File: src/rtl/dsv_pkg.sv
// Shared types and constants of the date-time string validator.
// No dependencies; the files that use it refer to this package by scoped names.
package dsv_pkg;

	// Character position inside the string, saturating one past the length.
	typedef logic [4:0] pos_t;
	// Two-digit decimal field value.
	typedef logic [6:0] val_t;

	// Expected length and saturation point of the position counter.
	localparam pos_t StrLen = 5'd19;
	localparam pos_t PosSat = 5'd20;

	// Separator positions.
	localparam pos_t PosColon0 = 5'd4;
	localparam pos_t PosColon1 = 5'd7;
	localparam pos_t PosSpace  = 5'd10;
	localparam pos_t PosColon2 = 5'd13;
	localparam pos_t PosColon3 = 5'd16;

	// First position of each two-digit group.
	localparam pos_t PosCentury = 5'd0;
	localparam pos_t PosYy      = 5'd2;
	localparam pos_t PosMonth   = 5'd5;
	localparam pos_t PosDay     = 5'd8;
	localparam pos_t PosHour    = 5'd11;
	localparam pos_t PosMinute  = 5'd14;

	// Character codes.
	localparam logic [7:0] CharColon = 8'h3A;
	localparam logic [7:0] CharSpace = 8'h20;
	localparam logic [7:0] CharZero  = 8'h30;
	localparam logic [7:0] CharNine  = 8'h39;

	// Range limits.
	localparam val_t MonthFirst = 7'd1;
	localparam val_t MonthLast  = 7'd12;
	localparam val_t HourMax    = 7'd23;
	localparam val_t MinSecMax  = 7'd59;
	localparam val_t DayFirst   = 7'd1;
	localparam val_t Days28     = 7'd28;
	localparam val_t Days29     = 7'd29;
	localparam val_t Days30     = 7'd30;
	localparam val_t Days31     = 7'd31;

	// Month numbers with special lengths.
	localparam val_t MonFeb = 7'd2;
	localparam val_t MonApr = 7'd4;
	localparam val_t MonJun = 7'd6;
	localparam val_t MonSep = 7'd9;
	localparam val_t MonNov = 7'd11;

	// Running state of one string. The year is kept as its two digit pairs,
	// which makes the century and leap rules simple bit tests.
	typedef struct packed {
		pos_t position;
		logic format_bad;
		val_t century;
		val_t yy;
		val_t month;
		val_t day;
		val_t hour;
		val_t minute;
		val_t second;
	} fields_t;

	// Decimal accumulate: acc * 10 + d, kept to the field width.
	function automatic val_t acc_digit(input val_t acc, input logic [3:0] d);
		logic [10:0] sum;
		sum = {1'b0, acc, 3'b000} + {3'b000, acc, 1'b0} + {7'd0, d};
		return sum[6:0];
	endfunction

endpackage

File: src/rtl/dsv_in_if.sv
// Character channel of the date-time string validator.
// Depends on nothing; carries one character and its end-of-string mark per beat.
interface dsv_in_if;
	logic       valid;
	logic       ready;
	logic [7:0] char_in;
	logic       last;

	modport source (output valid, output char_in, output last, input ready);
	modport sink (input valid, input char_in, input last, output ready);
endinterface

File: src/rtl/dsv_out_if.sv
// Result channel of the date-time string validator.
// Depends on nothing; carries one validity flag per beat.
interface dsv_out_if;
	logic valid;
	logic ready;
	logic valid_res;

	modport source (output valid, output valid_res, input ready);
	modport sink (input valid, input valid_res, output ready);
endinterface

File: src/rtl/dsv_char_step.sv
// Per-character update of the running string state.
// Depends on dsv_pkg for the state struct, positions and character codes.
module dsv_char_step (
	input  dsv_pkg::fields_t cur,
	input  logic [7:0]       char_in,
	output dsv_pkg::fields_t nxt
);

	logic       is_digit;
	logic [3:0] digit;

	// Digit test; the low nibble of an ASCII digit is its value.
	assign is_digit = (char_in >= dsv_pkg::CharZero) && (char_in <= dsv_pkg::CharNine);
	assign digit    = char_in[3:0];

	// Check the character against its position and fold digits into fields.
	always_comb begin
		nxt = cur;
		if (cur.position < dsv_pkg::StrLen) begin
			case (cur.position) inside
				dsv_pkg::PosColon0, dsv_pkg::PosColon1,
				dsv_pkg::PosColon2, dsv_pkg::PosColon3: begin
					if (char_in != dsv_pkg::CharColon) nxt.format_bad = 1'b1;
				end
				dsv_pkg::PosSpace: begin
					if (char_in != dsv_pkg::CharSpace) nxt.format_bad = 1'b1;
				end
				default: begin
					if (!is_digit) begin
						nxt.format_bad = 1'b1;
					end else begin
						case (cur.position) inside
							[dsv_pkg::PosCentury:dsv_pkg::PosYy - 5'd1]:
								nxt.century = dsv_pkg::acc_digit(cur.century, digit);
							[dsv_pkg::PosYy:dsv_pkg::PosColon0 - 5'd1]:
								nxt.yy = dsv_pkg::acc_digit(cur.yy, digit);
							[dsv_pkg::PosMonth:dsv_pkg::PosColon1 - 5'd1]:
								nxt.month = dsv_pkg::acc_digit(cur.month, digit);
							[dsv_pkg::PosDay:dsv_pkg::PosSpace - 5'd1]:
								nxt.day = dsv_pkg::acc_digit(cur.day, digit);
							[dsv_pkg::PosHour:dsv_pkg::PosColon2 - 5'd1]:
								nxt.hour = dsv_pkg::acc_digit(cur.hour, digit);
							[dsv_pkg::PosMinute:dsv_pkg::PosColon3 - 5'd1]:
								nxt.minute = dsv_pkg::acc_digit(cur.minute, digit);
							default:
								nxt.second = dsv_pkg::acc_digit(cur.second, digit);
						endcase
					end
				end
			endcase
		end
		// Length counter saturates one past the expected length.
		if (cur.position < dsv_pkg::PosSat) nxt.position = cur.position + 5'd1;
	end

endmodule

File: src/rtl/dsv_judge.sv
// Final verdict on a complete string: length, format and calendar ranges.
// Depends on dsv_pkg for the state struct and range limits.
module dsv_judge (
	input  dsv_pkg::fields_t fields,
	output logic             ok
);

	logic          leap;
	dsv_pkg::val_t day_max;
	logic          month_ok;
	logic          time_ok;

	// Gregorian leap rule on the digit pairs: the year is a multiple of four
	// when its last pair is; a century year needs a century divisible by four.
	assign leap = (fields.yy[1:0] == 2'b00) &&
		((fields.yy != 7'd0) || (fields.century[1:0] == 2'b00));

	// Length of the month.
	always_comb begin
		case (fields.month) inside
			dsv_pkg::MonFeb: day_max = leap ? dsv_pkg::Days29 : dsv_pkg::Days28;
			dsv_pkg::MonApr, dsv_pkg::MonJun,
			dsv_pkg::MonSep, dsv_pkg::MonNov: day_max = dsv_pkg::Days30;
			default: day_max = dsv_pkg::Days31;
		endcase
	end

	assign month_ok = (fields.month >= dsv_pkg::MonthFirst) &&
		(fields.month <= dsv_pkg::MonthLast);
	assign time_ok = (fields.hour <= dsv_pkg::HourMax) &&
		(fields.minute <= dsv_pkg::MinSecMax) && (fields.second <= dsv_pkg::MinSecMax);

	// All checks together.
	assign ok = (fields.position == dsv_pkg::StrLen) && !fields.format_bad && month_ok &&
		time_ok && (fields.day >= dsv_pkg::DayFirst) && (fields.day <= day_max);

endmodule

File: src/rtl/datetime_string_validator.sv
// Top level of the date-time string validator: input register, character
// update, verdict logic and result register.
// Depends on dsv_pkg, dsv_in_if, dsv_out_if, dsv_char_step and dsv_judge.
//
// Usage: characters of a YYYY:MM:DD hh:mm:ss string arrive on the chars
// channel, one per beat, with last set on the final character. For every
// string one beat leaves on the results channel; valid_res is 1 when the
// string is exactly 19 characters with digits, separators and calendar
// ranges all correct (leap years per the Gregorian rule), otherwise 0.
// Each character is captured in an input register and processed from it,
// loading the state register and, for a final character, the result
// register; a final character waits while the result register is full
// and not taken. One character is accepted every cycle unless a final one
// so waits; the figure is set by the single update path from the input
// register to the state register. When the receiver stalls, the result
// waits in its register and characters keep flowing until a second final
// character has to wait in the input register; then chars.ready drops.
// Reset empties both registers and clears the string state to zero.
module datetime_string_validator (
	input  logic     clk,
	input  logic     arst_n,
	dsv_in_if.sink   chars,
	dsv_out_if.source results
);

	logic             s1_v_q;
	logic [7:0]       char_s1;
	logic             last_s1;
	logic             out_v_q;
	logic             res_q;
	logic             out_free;
	logic             s1_go;
	logic             s1_fire;
	logic             verdict;
	dsv_pkg::fields_t st_q;
	dsv_pkg::fields_t st_next;

	// Handshake: a non-final character in the input register never waits; a final one needs room.
	assign out_free    = !out_v_q || results.ready;
	assign s1_go       = !last_s1 || out_free;
	assign s1_fire     = s1_v_q && s1_go;
	assign chars.ready = !s1_v_q || s1_go;

	assign results.valid     = out_v_q;
	assign results.valid_res = res_q;

	dsv_char_step u_step (
		.cur     (st_q),
		.char_in (char_s1),
		.nxt     (st_next)
	);

	dsv_judge u_judge (
		.fields (st_next),
		.ok     (verdict)
	);

	// Control: input stage valid, string state and result valid.
	always_ff @(posedge clk or negedge arst_n) begin
		if (!arst_n) begin
			s1_v_q  <= 1'b0;
			out_v_q <= 1'b0;
			st_q    <= '0;
		end else begin
			if (chars.ready) s1_v_q <= chars.valid;
			if (s1_fire) begin
				st_q <= last_s1 ? '0 : st_next;
			end
			if (s1_fire && last_s1) out_v_q <= 1'b1;
			else if (results.ready) out_v_q <= 1'b0;
		end
	end

	// Payload registers.
	always_ff @(posedge clk) begin
		if (chars.valid && chars.ready) begin
			char_s1 <= chars.char_in;
			last_s1 <= chars.last;
		end
		if (s1_fire && last_s1) res_q <= verdict;
	end

endmodule

File: src/flat_wrapper.sv
// flat-port wrapper written by rule: the top's interface ports become plain ports
module datetime_string_validator_flat 
  (clk, arst_n, chars_valid, chars_char_in, chars_last, chars_ready, results_valid, results_valid_res, results_ready);
  dsv_in_if chars_i ();
  dsv_out_if results_i ();
  input  logic clk;
  input  logic arst_n;
  input wire logic [$bits(chars_i.valid)-1:0] chars_valid;
  input wire logic [$bits(chars_i.char_in)-1:0] chars_char_in;
  input wire logic [$bits(chars_i.last)-1:0] chars_last;
  output wire logic [$bits(chars_i.ready)-1:0] chars_ready;
  output wire logic [$bits(results_i.valid)-1:0] results_valid;
  output wire logic [$bits(results_i.valid_res)-1:0] results_valid_res;
  input wire logic [$bits(results_i.ready)-1:0] results_ready;
  assign chars_i.valid = chars_valid;
  assign chars_i.char_in = chars_char_in;
  assign chars_i.last = chars_last;
  assign chars_ready = chars_i.ready;
  assign results_valid = results_i.valid;
  assign results_valid_res = results_i.valid_res;
  assign results_i.ready = results_ready;
  datetime_string_validator u_core (.clk(clk), .arst_n(arst_n), .chars(chars_i), .results(results_i));
endmodule
File: config.mk
export PLATFORM = sky130hd
export DESIGN_NAME = datetime_string_validator_flat
export DESIGN_NICKNAME = d
export VERILOG_FILES = /design/src/rtl/dsv_pkg.sv /design/src/rtl/dsv_in_if.sv /design/src/rtl/dsv_out_if.sv /design/src/rtl/dsv_char_step.sv /design/src/rtl/dsv_judge.sv /design/src/rtl/datetime_string_validator.sv /design/src/flat_wrapper.sv
export SDC_FILE = /design/constraint.sdc
export NUM_CORES = 1
export LEC_CHECK = 0
export ABC_AREA = 0
export BUFFER_PORTS_ARGS = -buffer_cell sky130_fd_sc_hd__buf_2
export CAP_MARGIN = 20
export CORE_MARGIN = 2
export CORE_UTILIZATION = 59
export CTS_BUF_LIST = sky130_fd_sc_hd__clkbuf_8
export CTS_CLUSTER_SIZE = 24
export DETAILED_ROUTE_END_ITERATION = 10
export PLACE_DENSITY_LB_ADDON = 0.05
export SYNTH_ARGS = -nofsm -noshare
export SYNTH_HDL_FRONTEND = slang
export SYNTH_SLANG_ARGS = --single-unit
File: constraint.sdc
create_clock -name clk -period 3.4 [get_ports clk]
set_input_delay 0.17 -clock clk [delete_from_list [all_inputs] [get_ports clk]]
set_output_delay 0.17 -clock clk [all_outputs]
set_load 0.01 [all_outputs]
* Word-level counts from Yosys, hierarchy flattened
Index checks and enable logic that the tools add are counted.
** Word-level totals
- Bits in read-only memories :: 0
- Latch bits :: 0
- Memories :: 0
- Register bits after elaboration :: 66
- Bits in writable memories :: 0
** Operators by class
- Shifts and indexed selects :: 0
- Multiply operators :: 0
- Muxes and demuxes :: 43
- Add/subtract/negate cells :: 15
- Div/mod/pow operators :: 0
- Bitwise gates (word level) :: 0
- Equality and inequality tests :: 15
- Magnitude comparators :: 23
- Reductions and logical operators :: 37
** Operators by type and width (count)
- two-way mux 7 bit :: 28
- two-way mux 49 bit :: 3
- two-way mux 55 bit :: 1
- two-way mux 50 bit :: 1
- adder 7 x 4 -> 7 bit :: 7
- adder 7 bit :: 7
- logical AND 1 bit :: 19
- != test 8 x 6 -> 1 bit (second input constant) :: 2
- greater-or-equal comparator 5 x 4 -> 1 bit (second input constant) :: 3
- less-or-equal comparator 5 x 4 -> 1 bit (second input constant) :: 3
- equality test 7 x 3 -> 1 bit (second input constant) :: 2
- equality test 7 x 4 -> 1 bit (second input constant) :: 2
- greater-or-equal comparator 7 x 1 -> 1 bit (second input constant) :: 2
- less-or-equal comparator 7 x 6 -> 1 bit (second input constant) :: 2
- equality test 5 x 3 -> 1 bit (second input constant) :: 2
- equality test 5 x 4 -> 1 bit (second input constant) :: 2
- equality test 5 bit (second input constant) :: 2
- less-than comparator 5 bit (second input constant) :: 2
- two-way mux 1 bit :: 9
- greater-or-equal comparator 8 x 6 -> 1 bit (second input constant) :: 1
- less-or-equal comparator 8 x 6 -> 1 bit (second input constant) :: 1
- nonzero test 2 bit :: 4
- OR reduction 4 bit :: 2
- equality test 7 x 2 -> 1 bit (second input constant) :: 1
- 17 further kinds :: 25

* Logic depth before layout (Yosys ltp)
- Word-level depth :: 19
- Depth in mapped cells :: 18
- Gate-level depth less buffers :: 18

* Modules after synthesis
A second synthesis with hierarchy kept.
** Second synthesis, totals
- Cell total of the unflattened synthesis :: 666
- Area total of the unflattened synthesis :: 6407.4 um2
** By module, submodules not included
- datetime_string_validator :: cells each 331, times used 1, area each 3528.4 um2, seq. area each 1726.7 um2
- dsv_char_step :: cells each 301, times used 1, area each 2652.5 um2, seq. area each 0.0 um2
- dsv_judge :: cells each 34, times used 1, area each 226.5 um2, seq. area each 0.0 um2

* Worst setup path after synthesis
OpenSTA, ideal clock, no wires.
- Kind :: register -> register
- Start :: register u_core.st_q[28] (netlist name)
- End :: register u_core.res_q (netlist: u_core.results.valid_res) (data pin)
- Cell stages (with the launch flop) :: 17
- Path slack :: -354 ps
- Data arrival time :: 3564 ps
- Period minus slack after synthesis :: 3754 ps
- Data required time :: 3210 ps
- Cells stage by stage :: dfrtp_1 > inv_1 > fa_1 > inv_1 > fa_1 > a21o_1 > a21oi_1 > xnor2_1 > o211ai_1 > or3_1 > o211ai_1 > o21ai_0 > ha_1 > a21oi_1 > a211oi_1 > nand4b_1 > a2111oi_2
** On the way
- Word-level cells in the longest chain between the ends :: 15
- Elaborated cells between the ends (all ways) :: 25
- Classes of those cells :: add/sub: 2; order compare: 3; eq/ne: 5; mux: 9; reduce/logical: 6
** RTL lines
- start: declaration :: line datetime_string_validator.sv:35 : dsv_pkg::fields_t st_q;
- start signal: assignment :: line datetime_string_validator.sv:67 : st_q <= last_s1 ? '0 : st_next;
- adder 7 bit :: line dsv_pkg.sv:70 : sum = {1'b0, acc, 3'b000} + {3'b000, acc, 1'b0} + {7'd0, d};
- adder 7 x 4 -> 7 bit :: line dsv_pkg.sv:70
- two-way mux 7 bit (3 in series) :: line dsv_char_step.sv:32 : case (cur.position) inside
- two-way mux 49 bit :: line dsv_char_step.sv:29 : if (!is_digit) begin
- two-way mux 49 bit (2 in series) :: line dsv_char_step.sv:20 : case (cur.position) inside
- two-way mux 50 bit (*) :: line dsv_char_step.sv:19 : if (cur.position < dsv_pkg::StrLen) begin
- equality test 7 x 3 -> 1 bit (no line) (tied with other cells)
- OR reduction 4 bit / logical AND 1 bit (equally long branches) :: line dsv_judge.sv:20, dsv_judge.sv:28
- two-way mux 1 bit / logical AND 1 bit (equally long branches) :: line dsv_judge.sv:20, dsv_judge.sv:34
- two-way mux 7 bit / logical AND 1 bit (equally long branches) :: line dsv_judge.sv:20, dsv_judge.sv:34
- less-or-equal comparator 7 bit / logical AND 1 bit (equally long branches) :: line dsv_judge.sv:35 : time_ok && (fields.day >= dsv_pkg::DayFirst) && (fields.day <= day_max);
- logical AND 1 bit (*) :: line dsv_judge.sv:35
- net u_core.u_judge.ok :: line dsv_judge.sv:5 : output logic ok
- end signal: assignment :: line datetime_string_validator.sv:80 : if (s1_fire && last_s1) res_q <= verdict;
- end: declaration :: line datetime_string_validator.sv:30 : logic res_q;
Mark *: on every way through the listed nets, which the timed path passes. The rest lies on a longest branch. The select of a mux whose other input is x is not followed.
A chain may end at the register's enable or synchronous reset.

* Final worst setup path
- Start :: register u_core.char_s1[3]
- End :: register u_core.res_q (netlist: u_core.results.valid_res) (data pin)
** On the way
- Word-level cells in the longest chain between the ends :: 17
- Elaborated cells between the ends (all ways) :: 76
- Classes of those cells :: add/sub: 6; order compare: 9; eq/ne: 7; mux: 38; reduce/logical: 16
** RTL lines
- start: declaration :: line datetime_string_validator.sv:27 : logic [7:0] char_s1;
- start signal: assignment :: line datetime_string_validator.sv:77 : char_s1 <= chars.char_in;
- adder 7 x 4 -> 7 bit :: line dsv_pkg.sv:70
- two-way mux 7 bit (6 in series) :: line dsv_char_step.sv:32
- two-way mux 49 bit :: line dsv_char_step.sv:29
- two-way mux 49 bit (2 in series) :: line dsv_char_step.sv:20
- two-way mux 50 bit (*) :: line dsv_char_step.sv:19
- parallel branches: the longest is 5 deep, another holds less-or-equal comparator 7 bit
- logical AND 1 bit (*) :: line dsv_judge.sv:35
- net u_core.u_judge.ok :: line dsv_judge.sv:5
Mark *: on every way through the listed nets, which the timed path passes. The select of a mux whose other input is x is not followed.

==> run summary <==
Std-Cell Core Area: 0.008258 sq mm
Max FO, Critical Path: 5
fin. max-slew vios: 0
Syn Inst Count: 549
Max Fclk: 0.2609 GHz
delay-heaviest family, CP: compound AO/OA/AOI/OAI gates
sequential area share after synthesis: 31.75%
htree depth: 3
largest family of logic cells by synthesized area: compound AO/OA/AOI/OAI gates
First-pass DRT Iterations: 5
vias per inst: 6.080
initial core utilization: 61.08%
Root Buffer: clkbuf_8
IO Port Bufs: 15
crit-path max cell delay: 0.47 ns
crit start category: flip-flop
CP max-delay cell: fa_1
max capacitance violation total: 0
Vias: 4414
EDFF count, synth: 10
Multi-input gate area: 0.003233 sq mm
setup ws final: -0.4322 ns
top-area cell type share of the netlist area: 25.80%
Tcrit/Tclk final: 112.7%
synthesized area: 0.005044 sq mm
synth unique cells: 64
Worst Path Arrival: 3.99 ns
Antenna Cells: 0
Worst Reg-to-Reg Cells: 17
Synth Warn #: 0
failing checks: setup timing
mean area per synthesized cell: 9.187 sq um
Final setup viols: 1
Buf/Inv on CP: 3
die width: 96.46 microns
TritonCTS clock tree: done
Wirelength per Cell: 17.20 microns
most numerous cell in the Yosys netlist: ha_1
final total power: 3105 uW
commonest cells in the netlist: ha_1 (55), dfrtp_1 (52), nand2_1 (50)
Top Ports: 16
Compound-Gate Fraction of Synth Area: 20.99%
FF-to-FF End: u_core.results.valid_res
largest net degree at the start of global routing: 49
status: finished with violations
Util after Layout: 71.38%
Clk pin slew, worst setup/hold paths: 0.07 ns
initial drt markers: 201
CTS Buffer Depth: 2
Hold Crit Class: input port to flip-flop
fraction of layout cells with a size suffix above 1: 18.84%
hold path depth: 1
VDD IR max: 0.0002833 V
max_slew headroom: 42.38%
top post-synthesis cells by area: dfrtp_1 (26%), ha_1 (14%), edfxtp_1 (6.0%)
Critical Path Sink Type: flip-flop
vias in the first global route: 4439
PD cells: 526.7 mW/mm^2
Fin Clk Skew: 0.007045 ns
die area: 0.009304 sq mm
Tmin final: 3.832 ns
Final ANT Viol Nets: 0
XOR/XNOR share of the synthesized area: 5.383%
Syn-to-layout area delta: 16.87%
# fillers: 676
adder-cell share of the synthesized area: 18.41%
Worst EP required: 3.55 ns
worst reg2reg path startpoint: u_core.char_s1[3]
unrepaired setup endpoints after global routing: yes
setup slack, reg-to-reg: -0.43 ns
Final nets: 696
Skew-Pair Late Insertion Delay: 0.35 ns
Leak: 0.002822 uW
Worst Hold Path EP: u_core.char_s1[1]
kind of critical path: flip-flop to flip-flop
WL final: 12490 microns
grt ovf: 0
post-synthesis register bit count: 62
worst-margin pin slew: 0.8643 ns
critical-path cell list: inv_2 > buf_4 > fa_1 > inv_1 > fa_2 > a21o_1 > a21oi_2 > xnor2_1 > o211ai_1 > mux2_4 > o211ai_1 > o21ai_1 > ha_1 > a21oi_1 > a211oi_1 > nand4b_1 > a2111oi_2
GP Congestion: 0.9109
cts bufs inserted: 9
Synth area leader: dfrtp_1
multiplexer share of the synthesized area: 1.836%
Syn Nets: 629
most frequent CP cell: o211ai_1
initial antenna violation count: 0
Die Y: 96.46 microns
Final Hold Viols: 0
Post-route DRC: 0
gr usage total: 29.33%
first-pass GRT wire length: 20870 microns
post-synthesis simple-gate area fraction: 16.75%
CTS Sinks: 62
cell row count: 33
top_reg_cell synth: dfrtp_1
async set-or-reset flop fraction in the synthesized netlist: 83.87%
storage element area: 0.001603 sq mm
DP HPWL: 9326 microns
HP Start: chars_char_in[1]
-- placed cells by master (no fill, tap or decap), types with 6 or more instances in the layout --
cell           instances
buf_4                 59
ha_1                  54
dfrtp_1               51
nand2_1               50
o21ai_0               39
a21oi_1               35
inv_1                 33
nor2_1                28
a22oi_1               24
xnor2_1               20
buf_2                 15
nor2b_1               13
nor3_1                13
o22ai_1               12
a21o_1                11
clkbuf_8              11
xor2_1                10
fa_1                  10
edfxtp_1              10
nand3_1                9
dlygate4sd3_1          8
mux2i_1                7
o211ai_1               6
a31oi_1                6
-- metrics by stage --
stage / TNS, ns / cells / setup WS (ns) / hold slack [ns] / instance area (sq um)
CTS: -0.4004 / 725 / -0.4004 / 0.001184 / 5863
global placement: -0.3354 / 701 / -0.3354 / 0.3199 / 5583
global route: -0.7283 / 726 / -0.7283 / 0.004861 / 5894
finish: -0.4322 / 726 / -0.4322 / 0.008916 / 5894
floorplan: -0.1138 / 549 / -0.1138 / -0.1256 / 5060
detailed placement: -0.4099 / 701 / -0.4099 / 0.3329 / 5583
-- final cells by class --
class,count,area share [%]
timing repair buffer,82,10.15
sequential,62,27.19
clock buffer,11,2.568
multi-input combinational,427,54.85
inverter,34,2.165
clock inverter,5,0.8491
tap,105,2.229
-- how the worst max path moves through the flow --
stage / from / endpoint / slack [ns] / cells past startpoint
3_5_place_dp: u_core.st_q[35] / u_core.results.valid_res / -0.41 / 17
3_3_place_gp: u_core.st_q[35] / u_core.results.valid_res / -0.34 / 17
6_report: u_core.char_s1[3] / u_core.results.valid_res / -0.43 / 17
2_1_floorplan: u_core.char_s1[3] / u_core.results.valid_res / -0.11 / 16
5_1_grt: u_core.st_q[35] / u_core.results.valid_res / -0.73 / 17
4_1_cts: u_core.char_s1[3] / u_core.results.valid_res / -0.40 / 17
-- cell families (layout without fill, tap and decap cells) --
family                     after synthesis  after routing
adders and majority gates               67             67
DFF                                     62             62
muxes                                    9              9
buffers and inverters                   60            132
xor gates and xnor gates                31             31
AOI/OAI and AO/OA                      162            162
and+or+nand+nor                        158            158
-- flip-flops by register name, indices dropped and copies added (netlist names) --
name and count:
u_core.st_q 50, u_core.last_s1 1, u_core.results.valid_res 1, u_core.results.valid 1, u_core.char_s1 8, u_core.s1_v_q 1
-- metal layers --
layer | share of wire (%) | up-vias | global-route usage [%] | routed length, microns
met5 | 0 | - | 0 | 0
met4 | 2.4 | 0 | 12.21 | 301
met3 | 3.3 | 28 | 2.870 | 416
met2 | 49 | 116 | 50.52 | 6141
met1 | 45 | 2134 | 37.86 | 5629
li1 | - | 2136 | - | -
-- repair_timing --
action / in CTS / in global routing
setup buffers: 1 / 0
hold endpoints to repair: 41 / 1
setup endpoints to repair: 1 / 1
pin swaps: 0 / 1
hold buffers: 7 / 1
gates resized for setup: 1 / 4
-- report_power, final --
part / total (uW) / internal, uW / switching (uW)
combinational: 1470 / 688 / 777
sequential: 976 / 862 / 114
clock: 663 / 372 / 291
total: 3100 / 1920 / 1180
Note: power is estimated with default switching activity, not from simulation.
